[src/rtl/core/bsr_pkg.sv]
// Package for the sensor baseline removal filter: field widths, register codes,
// sequencer states and the control structs shared by the core modules.
// Depends on nothing; every other file of the block uses it.
`timescale 1ns / 1ps

package bsr_pkg;

  // Field widths of the words on the channels.
  localparam int CH_W       = 7;
  localparam int SAMPLE_W   = 12;
  localparam int OUT_W      = 12;
  localparam int CFG_IDX_W  = 3;
  localparam int CFG_DATA_W = 64;

  // Register widths.
  localparam int WIN_W  = 5;
  localparam int GAIN_W = 8;
  localparam int MASK_W = 64;

  // Datapath widths.
  localparam int SCALE_SH = 8;       // samples are scaled by 256
  localparam int S_W      = 16;      // corrected sample before clamping
  localparam int T_W      = S_W + SCALE_SH;
  localparam int ACC_W    = 25;
  localparam int RING_W   = 20;
  localparam int DIV_W    = 24;      // magnitude of a non-negative accumulator
  localparam int RES_W    = 18;
  localparam int PROD_W   = 27;
  localparam int WIN_LIMIT = 31;     // largest value the window register holds

  localparam logic [RING_W-1:0] RING_MAX = '1;
  localparam logic [OUT_W-1:0]  OUT_MAX  = '1;

  // Parameter defaults.
  localparam int CHANNELS_DEF   = 128;
  localparam int MAX_WINDOW_DEF = 16;
  localparam int FULL_SCALE_DEF = 4095;

  // Register reset values.
  localparam logic [WIN_W-1:0]  WIN_RST  = 5'd8;
  localparam logic [GAIN_W-1:0] GAIN_RST = 8'd10;

  typedef enum logic [CFG_IDX_W-1:0] {
    CFG_WINDOW = 3'd0,
    CFG_GAIN   = 3'd1,
    CFG_INV_LO = 3'd2,
    CFG_INV_HI = 3'd3
  } bsr_cfg_idx_t;

  typedef enum logic [3:0] {
    S_IDLE,
    S_SEED,
    S_READ,
    S_SUM,
    S_DIV,
    S_SAT,
    S_RES,
    S_MUL,
    S_FINISH
  } bsr_state_t;

  // Effective settings handed from the register bank to the sequencer.
  typedef struct packed {
    logic [WIN_W-1:0]  win;
    logic [GAIN_W-1:0] gain;
  } bsr_cfg_t;

  // Strobes from the sequencer to the channel state memories.
  typedef struct packed {
    logic rd;
    logic acc_we;
    logic ring_we;
  } bsr_mem_ctl_t;

endpackage

[src/rtl/core/bsr_serial_div.sv]
// Bit-serial restoring divider: one quotient bit per cycle over the accumulator.
// Depends on bsr_pkg for the dividend and divisor widths.
`timescale 1ns / 1ps

module bsr_serial_div (
  input  logic                        clk,
  input  logic                        rst_n,
  input  logic                        start,
  input  logic [bsr_pkg::DIV_W-1:0]   dividend,
  input  logic [bsr_pkg::WIN_W-1:0]   divisor,
  output logic                        done,
  output logic [bsr_pkg::DIV_W-1:0]   quotient
);

  localparam int CNT_W = $clog2(bsr_pkg::DIV_W);

  logic [bsr_pkg::DIV_W-1:0] quo_r;
  logic [bsr_pkg::WIN_W-1:0] rem_r, rem_nxt;
  logic [bsr_pkg::WIN_W-1:0] dvs_r;
  logic [CNT_W-1:0]          cnt_r;
  logic                      busy_r, done_r;
  logic [bsr_pkg::WIN_W:0]   trial;
  logic                      fits;

  // The dividend shifts out at the top while quotient bits shift in below.
  assign trial   = {rem_r, quo_r[bsr_pkg::DIV_W-1]};
  assign fits    = trial >= {1'b0, dvs_r};
  assign rem_nxt = fits ? bsr_pkg::WIN_W'(trial - {1'b0, dvs_r})
                        : trial[bsr_pkg::WIN_W-1:0];

  always_ff @(posedge clk) begin
    if (!rst_n) begin
      busy_r <= 1'b0;
      done_r <= 1'b0;
      cnt_r  <= '0;
    end else begin
      done_r <= 1'b0;
      if (start) begin
        busy_r <= 1'b1;
        cnt_r  <= '0;
      end else if (busy_r) begin
        cnt_r <= cnt_r + CNT_W'(1);
        if (cnt_r == CNT_W'(bsr_pkg::DIV_W - 1)) begin
          busy_r <= 1'b0;
          done_r <= 1'b1;
        end
      end
    end
  end

  always_ff @(posedge clk) begin
    if (start) begin
      quo_r <= dividend;
      rem_r <= '0;
      dvs_r <= divisor;
    end else if (busy_r) begin
      quo_r <= {quo_r[bsr_pkg::DIV_W-2:0], fits};
      rem_r <= rem_nxt;
    end
  end

  assign done     = done_r;
  assign quotient = quo_r;

endmodule

[config.mk]
export PLATFORM = sky130hd
export DESIGN_NAME = bsr_serial_div
export DESIGN_NICKNAME = d
export VERILOG_FILES = /design/src/rtl/core/bsr_pkg.sv /design/src/rtl/core/bsr_serial_div.sv
export SDC_FILE = /design/constraint.sdc
export NUM_CORES = 1
export LEC_CHECK = 0
export BUFFER_PORTS_ARGS = -buffer_cell sky130_fd_sc_hd__buf_2
export CORE_UTILIZATION = 54
export CTS_CLUSTER_SIZE = 24
export DETAILED_ROUTE_END_ITERATION = 8
export PLACE_DENSITY = 0.83
export SLEW_MARGIN = 40
export SYNTH_ARGS = -nofsm -noshare
export SYNTH_HDL_FRONTEND = slang
export SYNTH_SLANG_ARGS = --single-unit
[constraint.sdc]
create_clock -name clk -period 5.95 [get_ports clk]
set_clock_uncertainty 0.2 [all_clocks]
set_input_delay 1.4875 -clock clk [delete_from_list [all_inputs] [get_ports clk]]
set_output_delay 1.4875 -clock clk [all_outputs]
set_load 0.03 [all_outputs]
==> reports/results.ini <==
[run_status]
status=finished, final reports clean

[sta]
slew_violations=0
fmax_mhz=340
rsz0062_at_grt=no
finalCritPeriodShare_pct=49.5
setup_violations=0
tightestPinTransition_ns=0.787
fin_tns_setup_ns=0
period_needed_ns=2.94
slew_headroom_pct=47.6
worst_hold_slack_ns=0.296
hold_viol_final=0

[synthesis]
synth_area_um2=1900
synth.area.top_cells=edfxtp_1 46%, mux2_2 14%, dfxtp_1 13%
synth-seq-cells=41
netlist_instances=144
syn_nets=183
synth_top_cell_by_area=edfxtp_1
avgSynthCellArea_um2=13.2
synthTopCellsByCount=29 x edfxtp_1, 23 x mux2_2, 12 x dfxtp_1
synth_top_flop_cell=edfxtp_1
yosys.cell_count.top_type=edfxtp_1
synth_enable_flop_cells=29
synthArstFlopShare_pct=0
yosysWarnings=0
yosysTopAreaCellShare_pct=45.8
yosysUniqueCellTypes=41
ys_seq_area_share_pct=58.5

[route]
via_per_inst=5.29
drc_errors=0
drt_iter0_markers=44
wl_mm=3.63
vias=1311
dr.pass1.iters=6
ant_nets=0
drt-wirelength-per-cell_um=14.6

[cells_and_area]
multiInputGateArea_um2=738
ff_latch_area_um2=1110
nNetsFinal=240
areaGrowthSynthToFinish_pct=20.6
drive_above_1_share_pct=44.6
antenna_cells=0
n_fill_cell=270

[power]
leakage_nw=0.970
power_frac_seq_pct=52.7
power.density_nw_per_um2=291
power.internal_uw=480
p_sw_uw=187
p_comb_share_pct=21.1
ir_drop_mv=0.189
power_frac_clock_pct=26.2
p_sw_share_pct=28.1

[placement]
place_hpwl_mm=2.55
gp_congestion=0.865
port_buffers=56

[setup_path]
cp_slowest_cell=or2_2
end_kind=flip-flop
cp_max_fo=41
critical_path_buf_inv_count=1
crit_type=in -> reg
required_ns=5.73
cp_slowest_stage_delay_ns=0.61
critPathTopFamily=simple AND/OR/NAND/NOR gates
crit_path_start_kind=primary input
cp_cell_sequence=buf_2 > or2_2
cp.arrival_ns=2.73

[grt]
antenna_found_initial=0
grtUsageTotal_pct=20.5
grt_pass1_wl_mm=5.40
grt_max_degree=42
overflow=0
first_global_vias=1212

[clocking]
post_cts_buffers=0
holdBufCountCts=0
clock_latency_ns=0.34
cts_sinks=41
clockBufferDepth=2
cts-htree-levels=2
root_buffer=clkbuf_4
cts_tree=done
clk_pin_slew_worst_paths_ns=0.12
cts_resized=0
cts_buffers=5

[die]
core.rowCount=21
ios=57
die_h_um=61.3
dieArea_um2=3760
die_w_um=61.3
core_area_um2=3360
start_util_pct=56.5

[hold_path]
hold_class=reg -> reg

[job]
drv_cap=0

-- cell usage in the layout (no fill, tap or decap), drive strengths merged, types with 2 or more instances in the layout --
| cell type | n |
|---|---|
| clkbuf | 6 |
| mux2 | 23 |
| nor2 | 11 |
| a311oi | 2 |
| nand2b | 2 |
| xnor2 | 3 |
| nand2 | 6 |
| buf | 56 |
| a21oi | 4 |
| edfxtp | 29 |
| ha | 6 |
| xor2 | 3 |
| dfxtp | 12 |
| nand4 | 2 |
| inv | 7 |
| a211o | 3 |
| a211oi | 2 |
| nand3 | 2 |
-- registers in the layout (all words and copies together) (netlist names) --
signal    cells
cnt_r         5
busy_r        1
dvs_r         5
quotient     24
done          1
rem_r         5
-- area by class of cell --
type                            count  area share [%]
Clock buffer                        6            1.80
Sequential cell                    41            48.5
Timing Repair Buffer               56            12.2
Inverter                            7            1.15
Multi-Input combinational cell     90            32.2
Clock inverter                      2            1.53
Tap cell                           46            2.51
-- power groups by stage --
stage	clock (mW)	combinational [mW]	sequential, mW
floorplan	0	0.0662	0.389
global placement	0	0.136	0.356
detailed placement	0	0.139	0.358
CTS	0.179	0.141	0.351
global route	0.191	0.152	0.355
finish	0.175	0.140	0.351
-- cells by family (layout without fill, tap and decap cells) --
logic type | count (synthesis) | in the layout | share of synthesized area [%]
AOI/OAI and AO/OA | 21 | 21 | 8.24
xor gates and xnor gates | 6 | 6 | 2.77
adders and majority gates | 7 | 7 | 5.01
buffers and inverters | 13 | 71 | 2.64
DFF | 41 | 41 | 58.5
muxes | 24 | 24 | 14.2
and+or+nand+nor | 32 | 32 | 8.70
-- layer usage --
metal | vias up | GRT usage, % | part of all wire, %
met3 | 8 | 6.51 | 4.1
li1 | 650 | - | -
met1 | 621 | 24.0 | 42
met2 | 32 | 35.1 | 52
met4 | 0 | 7.79 | 1.9
met5 | - | 0 | 0
-- final timing paths --
check,start,end,slack (ns),cells after the start
worst max-delay path,start,quotient[3],3.01,2
worst min-delay path,cnt_r[4],done,0.30,2
worst max register to register,quotient[23],rem_r[2],3.46,8
worst min register to register,cnt_r[4],done,0.30,2
-- metrics by stage --
stage	power, mW	instance area, µm²	util, %	setup WS (ns)	std cells
2_1_floorplan	0.455	1900	-	3.06	144
3_3_place_gp	0.492	2210	65.8	2.71	240
3_5_place_dp	0.497	2210	65.8	2.65	240
4_1_cts	0.671	2290	68.1	3.01	248
5_1_grt	0.699	2290	68.1	2.93	248
6_report	0.667	2290	68.1	3.01	248
Note: power is estimated with default switching activity, not from simulation.
