===== config.mk =====
export PLATFORM = sky130hd
export DESIGN_NAME = bsr_cfg_regs_flat
export DESIGN_NICKNAME = d
export VERILOG_FILES = /design/src/rtl/core/bsr_pkg.sv /design/src/rtl/core/bsr_cfg_if.sv /design/src/rtl/core/bsr_cfg_regs.sv /design/src/flat_wrapper.sv
export SDC_FILE = /design/constraint.sdc
export NUM_CORES = 1
export LEC_CHECK = 0
export BUFFER_PORTS_ARGS = -buffer_cell sky130_fd_sc_hd__buf_2
export CORE_UTILIZATION = 50
export CTS_CLUSTER_SIZE = 24
export DETAILED_ROUTE_END_ITERATION = 8
export PLACE_DENSITY = 0.83
export SYNTH_ARGS = -nofsm -noshare
export SYNTH_HDL_FRONTEND = slang
export SYNTH_SLANG_ARGS = --single-unit
export TNS_END_PERCENT = 50

===== constraint.sdc =====
create_clock -name clk -period 2.1 [get_ports clk]
set_input_delay 0.21 -clock clk [delete_from_list [all_inputs] [get_ports clk]]
set_output_delay 0.21 -clock clk [all_outputs]
set_load 0.05 [all_outputs]

===== src/rtl/core/bsr_pkg.sv =====
// Package for the sensor baseline removal filter: field widths, register codes,
// sequencer states and the control structs shared by the core modules.
// Depends on nothing; every other file of the block uses it.
`timescale 1ns / 1ps

package bsr_pkg;

  // Field widths of the words on the channels.
  localparam int CH_W       = 7;
  localparam int SAMPLE_W   = 12;
  localparam int OUT_W      = 12;
  localparam int CFG_IDX_W  = 3;
  localparam int CFG_DATA_W = 64;

  // Register widths.
  localparam int WIN_W  = 5;
  localparam int GAIN_W = 8;
  localparam int MASK_W = 64;

  // Datapath widths.
  localparam int SCALE_SH = 8;       // samples are scaled by 256
  localparam int S_W      = 16;      // corrected sample before clamping
  localparam int T_W      = S_W + SCALE_SH;
  localparam int ACC_W    = 25;
  localparam int RING_W   = 20;
  localparam int DIV_W    = 24;      // magnitude of a non-negative accumulator
  localparam int RES_W    = 18;
  localparam int PROD_W   = 27;
  localparam int WIN_LIMIT = 31;     // largest value the window register holds

  localparam logic [RING_W-1:0] RING_MAX = '1;
  localparam logic [OUT_W-1:0]  OUT_MAX  = '1;

  // Parameter defaults.
  localparam int CHANNELS_DEF   = 128;
  localparam int MAX_WINDOW_DEF = 16;
  localparam int FULL_SCALE_DEF = 4095;

  // Register reset values.
  localparam logic [WIN_W-1:0]  WIN_RST  = 5'd8;
  localparam logic [GAIN_W-1:0] GAIN_RST = 8'd10;

  typedef enum logic [CFG_IDX_W-1:0] {
    CFG_WINDOW = 3'd0,
    CFG_GAIN   = 3'd1,
    CFG_INV_LO = 3'd2,
    CFG_INV_HI = 3'd3
  } bsr_cfg_idx_t;

  typedef enum logic [3:0] {
    S_IDLE,
    S_SEED,
    S_READ,
    S_SUM,
    S_DIV,
    S_SAT,
    S_RES,
    S_MUL,
    S_FINISH
  } bsr_state_t;

  // Effective settings handed from the register bank to the sequencer.
  typedef struct packed {
    logic [WIN_W-1:0]  win;
    logic [GAIN_W-1:0] gain;
  } bsr_cfg_t;

  // Strobes from the sequencer to the channel state memories.
  typedef struct packed {
    logic rd;
    logic acc_we;
    logic ring_we;
  } bsr_mem_ctl_t;

endpackage


===== src/rtl/core/bsr_cfg_if.sv =====
// Configuration write channel of the baseline removal filter.
// Depends on bsr_pkg for the index and data widths.
`timescale 1ns / 1ps

interface bsr_cfg_if;
  logic                             valid;
  logic                             ready;
  logic [bsr_pkg::CFG_IDX_W-1:0]    index;
  logic [bsr_pkg::CFG_DATA_W-1:0]   data;

  modport source (output valid, index, data, input ready);
  modport sink   (input valid, index, data, output ready);
endinterface


===== src/rtl/core/bsr_cfg_regs.sv =====
// Configuration register bank: window, gain and the per-channel inversion mask.
// Depends on bsr_pkg and bsr_cfg_if.
`timescale 1ns / 1ps

module bsr_cfg_regs #(
  parameter int MAX_WINDOW = bsr_pkg::MAX_WINDOW_DEF
) (
  input  logic                      clk,
  input  logic                      rst_n,
  bsr_cfg_if.sink                   cfg_ch,
  input  logic [bsr_pkg::CH_W-1:0]  channel,
  output bsr_pkg::bsr_cfg_t         eff,
  output logic                      invert
);

  localparam int LMAX = (MAX_WINDOW < bsr_pkg::WIN_LIMIT) ? MAX_WINDOW : bsr_pkg::WIN_LIMIT;

  logic [bsr_pkg::WIN_W-1:0]    win_r;
  logic [bsr_pkg::GAIN_W-1:0]   gain_r;
  logic [bsr_pkg::MASK_W-1:0]   inv_lo_r;
  logic [bsr_pkg::MASK_W-1:0]   inv_hi_r;
  logic [2*bsr_pkg::MASK_W-1:0] mask;

  assign cfg_ch.ready = 1'b1;

  always_ff @(posedge clk) begin
    if (!rst_n) begin
      win_r    <= bsr_pkg::WIN_RST;
      gain_r   <= bsr_pkg::GAIN_RST;
      inv_lo_r <= '0;
      inv_hi_r <= '0;
    end else if (cfg_ch.valid) begin
      unique case (bsr_pkg::bsr_cfg_idx_t'(cfg_ch.index))
        bsr_pkg::CFG_WINDOW: win_r    <= cfg_ch.data[bsr_pkg::WIN_W-1:0];
        bsr_pkg::CFG_GAIN:   gain_r   <= cfg_ch.data[bsr_pkg::GAIN_W-1:0];
        bsr_pkg::CFG_INV_LO: inv_lo_r <= cfg_ch.data;
        bsr_pkg::CFG_INV_HI: inv_hi_r <= cfg_ch.data;
        default: ;
      endcase
    end
  end

  // A window of zero acts as one; a window above the ring depth is clipped.
  always_comb begin
    if (win_r == '0) begin
      eff.win = bsr_pkg::WIN_W'(1);
    end else if (win_r > bsr_pkg::WIN_W'(LMAX)) begin
      eff.win = bsr_pkg::WIN_W'(LMAX);
    end else begin
      eff.win = win_r;
    end
    eff.gain = (gain_r == '0) ? bsr_pkg::GAIN_W'(1) : gain_r;
  end

  assign mask   = {inv_hi_r, inv_lo_r};
  assign invert = mask[channel];

endmodule


===== src/flat_wrapper.sv =====
// flat-port wrapper written by rule: the top's interface ports become plain ports
module bsr_cfg_regs_flat 
#(
  parameter int MAX_WINDOW = bsr_pkg::MAX_WINDOW_DEF
)
  (clk, rst_n, channel, eff, invert, cfg_ch_valid, cfg_ch_index, cfg_ch_data, cfg_ch_ready);
  bsr_cfg_if cfg_ch_i ();
  input  logic clk;
  input  logic rst_n;
  input  logic [bsr_pkg::CH_W-1:0] channel;
  output bsr_pkg::bsr_cfg_t eff;
  output logic invert;
  input wire logic [$bits(cfg_ch_i.valid)-1:0] cfg_ch_valid;
  input wire logic [$bits(cfg_ch_i.index)-1:0] cfg_ch_index;
  input wire logic [$bits(cfg_ch_i.data)-1:0] cfg_ch_data;
  output wire logic [$bits(cfg_ch_i.ready)-1:0] cfg_ch_ready;
  assign cfg_ch_i.valid = cfg_ch_valid;
  assign cfg_ch_i.index = cfg_ch_index;
  assign cfg_ch_i.data = cfg_ch_data;
  assign cfg_ch_ready = cfg_ch_i.ready;
  bsr_cfg_regs #(.MAX_WINDOW(MAX_WINDOW)) u_core (.clk(clk), .rst_n(rst_n), .cfg_ch(cfg_ch_i), .channel(channel), .eff(eff), .invert(invert));
endmodule

==> results.json <==
{
  "outcome": "complete, but fails checks",
  "violations": "negative setup slack",
  "cts_setup_buffers": 0,
  "syn_to_final_growth_pct": 19.56,
  "hp-class": "in2reg",
  "postSynthAreaPerCell_um2": 8.888,
  "r2r_start": "u_core.inv_hi_r[26]",
  "synth.yosys.seq_area_share_pct": 44.30,
  "crit_type": "reg2out",
  "slowest_stage": "mux4_2",
  "ys_warn_count": 0,
  "crit_arrival_ns": 2.40,
  "rr_worst_depth": 2,
  "grt.overflow.total": 0,
  "post-route-min-period_ns": 2.613,
  "yosys.area.top_type_share_pct": 44.30,
  "min_from": "cfg_ch_data[8]",
  "wirelength_mm": 15.05,
  "cp-start-kind": "flop",
  "placed_area_um2": 7029,
  "start_util_pct": 52.18,
  "async_reset_ff_share_pct": 0,
  "n_antenna_cell": 0,
  "die_y_um": 114.9,
  "tightest_slew_ns": 0.5132,
  "vias": 5273,
  "grt-busiest-layer": "met2",
  "regToRegSetupSlack_ns": 1.41,
  "ir_worst_vdd_mv": 0.5125,
  "power_density_nw_per_um2": 815.7,
  "ant_nets": 0,
  "relSlewSlack_pct": 65.79,
  "path_cells": "mux4_2 > mux4_2 > and3b_1 > a31oi_1 > nand4_1 > buf_6",
  "grt_use_met3_pct": 5.693,
  "fp.dieW_um": 114.9,
  "viasPerCell": 5.464,
  "fillerInstances": 1047,
  "timing.final.crit_share_pct": 124.4,
  "final_cell_area_um2": 7619,
  "max_stage_delay_ns": 0.46,
  "yosys.area.top_type": "dfxtp_1",
  "final_nets": 862,
  "grt_pass1_vias": 5149,
  "hold_depth": 3,
  "core_area_um2": 12210,
  "finalWeightedCongestion": 0.7844,
  "grt_max_degree": 142,
  "dpl.hpwl_mm": 9.894,
  "grt.total_usage_pct": 24.43,
  "setup_slack_ns": -0.5133,
  "leakage_nw": 2.789,
  "die_area_um2": 13200,
  "syn_area_um2": 6372,
  "cts_root_buf": "clkbuf_16",
  "ctsHoldBuffers": 0,
  "met1_usage_pct": 30.01,
  "io_pins": 92,
  "grtUsageMet2_pct": 41.65,
  "routedWlPerCell_um": 15.59,
  "antenna_found_initial": 0,
  "drv_slew": 0,
  "firstDrtPassIters": 5,
  "port_buffers": 90,
  "synth_cells": 717,
  "rsz0062_at_grt": "yes",
  "clk_latency_ns": 0.42,
  "fin_skew_ns": 0,
  "cp.required_ns": 1.89,
  "drive_gt1_share_pct": 22.58,
  "syn_nets": 794,
  "netlist_top_cells_area": "dfxtp_1, nand2_1, a21boi_0, mux4_2, clkbuf_1",
  "htree_levels": 4,
  "cp_common_cell": "mux4_2",
  "numCtsBuffers": 17,
  "clock-sinks": 141,
  "synth_edf_count": 0,
  "p_total_w": 0.006214,
  "drv_cap": 0,
  "path_clk_slew_ns": 0.06,
  "endpoint_kind": "output port",
  "fmax_ghz": 0.3827,
  "clockBufferDepth": 2,
  "r2r-end": "u_core.inv_hi_r[26]",
  "synth_flop_cell": "dfxtp_1",
  "finalSetupViolCount": 1,
  "grt_pass1_wl_mm": 24.78,
  "cts_tree": "yes",
  "hold_path_end": "u_core.inv_lo_r[8]",
  "core.rowCount": 40,
  "yosysUniqueCellTypes": 32,
  "final-hold-violation-count": 0,
  "cp_max_fo": 2,
  "synth_seq_cells": 141,
  "place_ws_ns": -0.2767,
  "drt_iter0_drc": 481,
  "drc": 0
}
[critical path: cells and delay by family, from the launching register on]
| family | cells | cell delay [ns] |
|---|---|---|
| mux | 2 | 0.92 |
| simple gates | 2 | 0.37 |
| flops | 1 | 0.31 |
| buf+inv | 1 | 0.21 |
| compound gates | 1 | 0.17 |
[layer usage]
layer,routed length [µm],vias to the layer above
li1,-,2544
met1,6542,2536
met2,7436,167
met3,759,26
met4,307,0
met5,0,-
[worst max path at each step]
| stage | start | to | slack [ns] | depth (start not counted) |
|---|---|---|---|---|
| after floorplan | channel[1] | invert | -0.14 | 6 |
| after global placement | channel[1] | invert | -0.28 | 7 |
| after detailed placement | channel[1] | invert | -0.28 | 7 |
| after CTS | u_core.inv_lo_r[23] | invert | -0.49 | 6 |
| after global routing | u_core.inv_lo_r[6] | invert | -0.57 | 6 |
| final | u_core.inv_lo_r[23] | invert | -0.51 | 6 |
[synthesized netlist by cell type, types with 2 or more instances]
cell        n
mux4_1      7
nor4_1      4
mux2i_1    14
dfxtp_1   141
or2_2       2
nand4_1     2
nor3_1      2
mux4_2     26
and3b_1     2
buf_1       3
buf_4       2
nand3b_1    2
a21boi_0  134
nor2_1      9
nand3_1     7
buf_2       6
clkbuf_1   51
nand4b_1    2
nand2_1   278
nor2b_1    11
[what timing repair did]
| action | 4_1_cts | 5_1_grt |
|---|---|---|
| gates cloned | 0 | 0 |
| setup endpoints to repair | 1 | 1 |
| pin swaps | 1 | 1 |
| gates resized for setup | 2 | 1 |
[metrics by stage]
step	utilization [%]	TNS, ns	hold WS [ns]	cells
after floorplan	-	-0.1448	0.3340	717
after global placement	57.56	-0.2819	0.4470	934
after detailed placement	57.56	-0.2767	0.4538	934
after CTS	62.38	-0.4858	0.03149	965
after global routing	62.39	-0.5669	0.04299	965
final	62.39	-0.5133	0.04503	965
[registers in the layout, summed over array words and instances, names as in the netlist]
register,cells
u_core.inv_lo_r,64
u_core.gain_r,8
u_core.inv_hi_r,64
u_core.win_r,5
[layout by cell type (no fill, tap or decap), drive strengths merged, types with 7 or more instances in the layout]
cell type,instances
nor2b,11
buf,112
mux2i,14
clkinv,7
a21boi,134
nand2,278
nand3,7
clkbuf,18
mux4,33
dfxtp,141
nor2,9
[cell families (layout without fill, tap and decap cells)]
logic type / Yosys count / count (layout) / synth area share (%)
flops: 141 / 141 / 44.30
compound gates: 140 / 140 / 16.49
other cells: 1 / 1 / 0.05885
buf+inv: 63 / 143 / 4.064
mux: 47 / 47 / 14.27
simple gates: 325 / 325 / 20.81
[cell type report]
type | instances | area (µm²) | share of cell area, %
Clock inverter | 13 | 142.6 | 1.872
Clock buffer | 18 | 439.2 | 5.764
Timing Repair Buffer | 112 | 709.4 | 9.312
Multi-Input combinational cell | 513 | 3293 | 43.23
Sequential cell | 141 | 2824 | 37.07
Tap cell | 168 | 210.2 | 2.759
[where the power goes]
| group | switching [W] | leakage [nW] | total, W | internal (W) |
|---|---|---|---|---|
| Clock | 0.00117 | 0.283 | 0.00295 | 0.00178 |
| Sequential | 0.0000314 | 1.14 | 0.00276 | 0.00273 |
| Combinational | 0.000279 | 1.36 | 0.000504 | 0.000225 |
No activity file was read; power rests on OpenSTA's default activity.
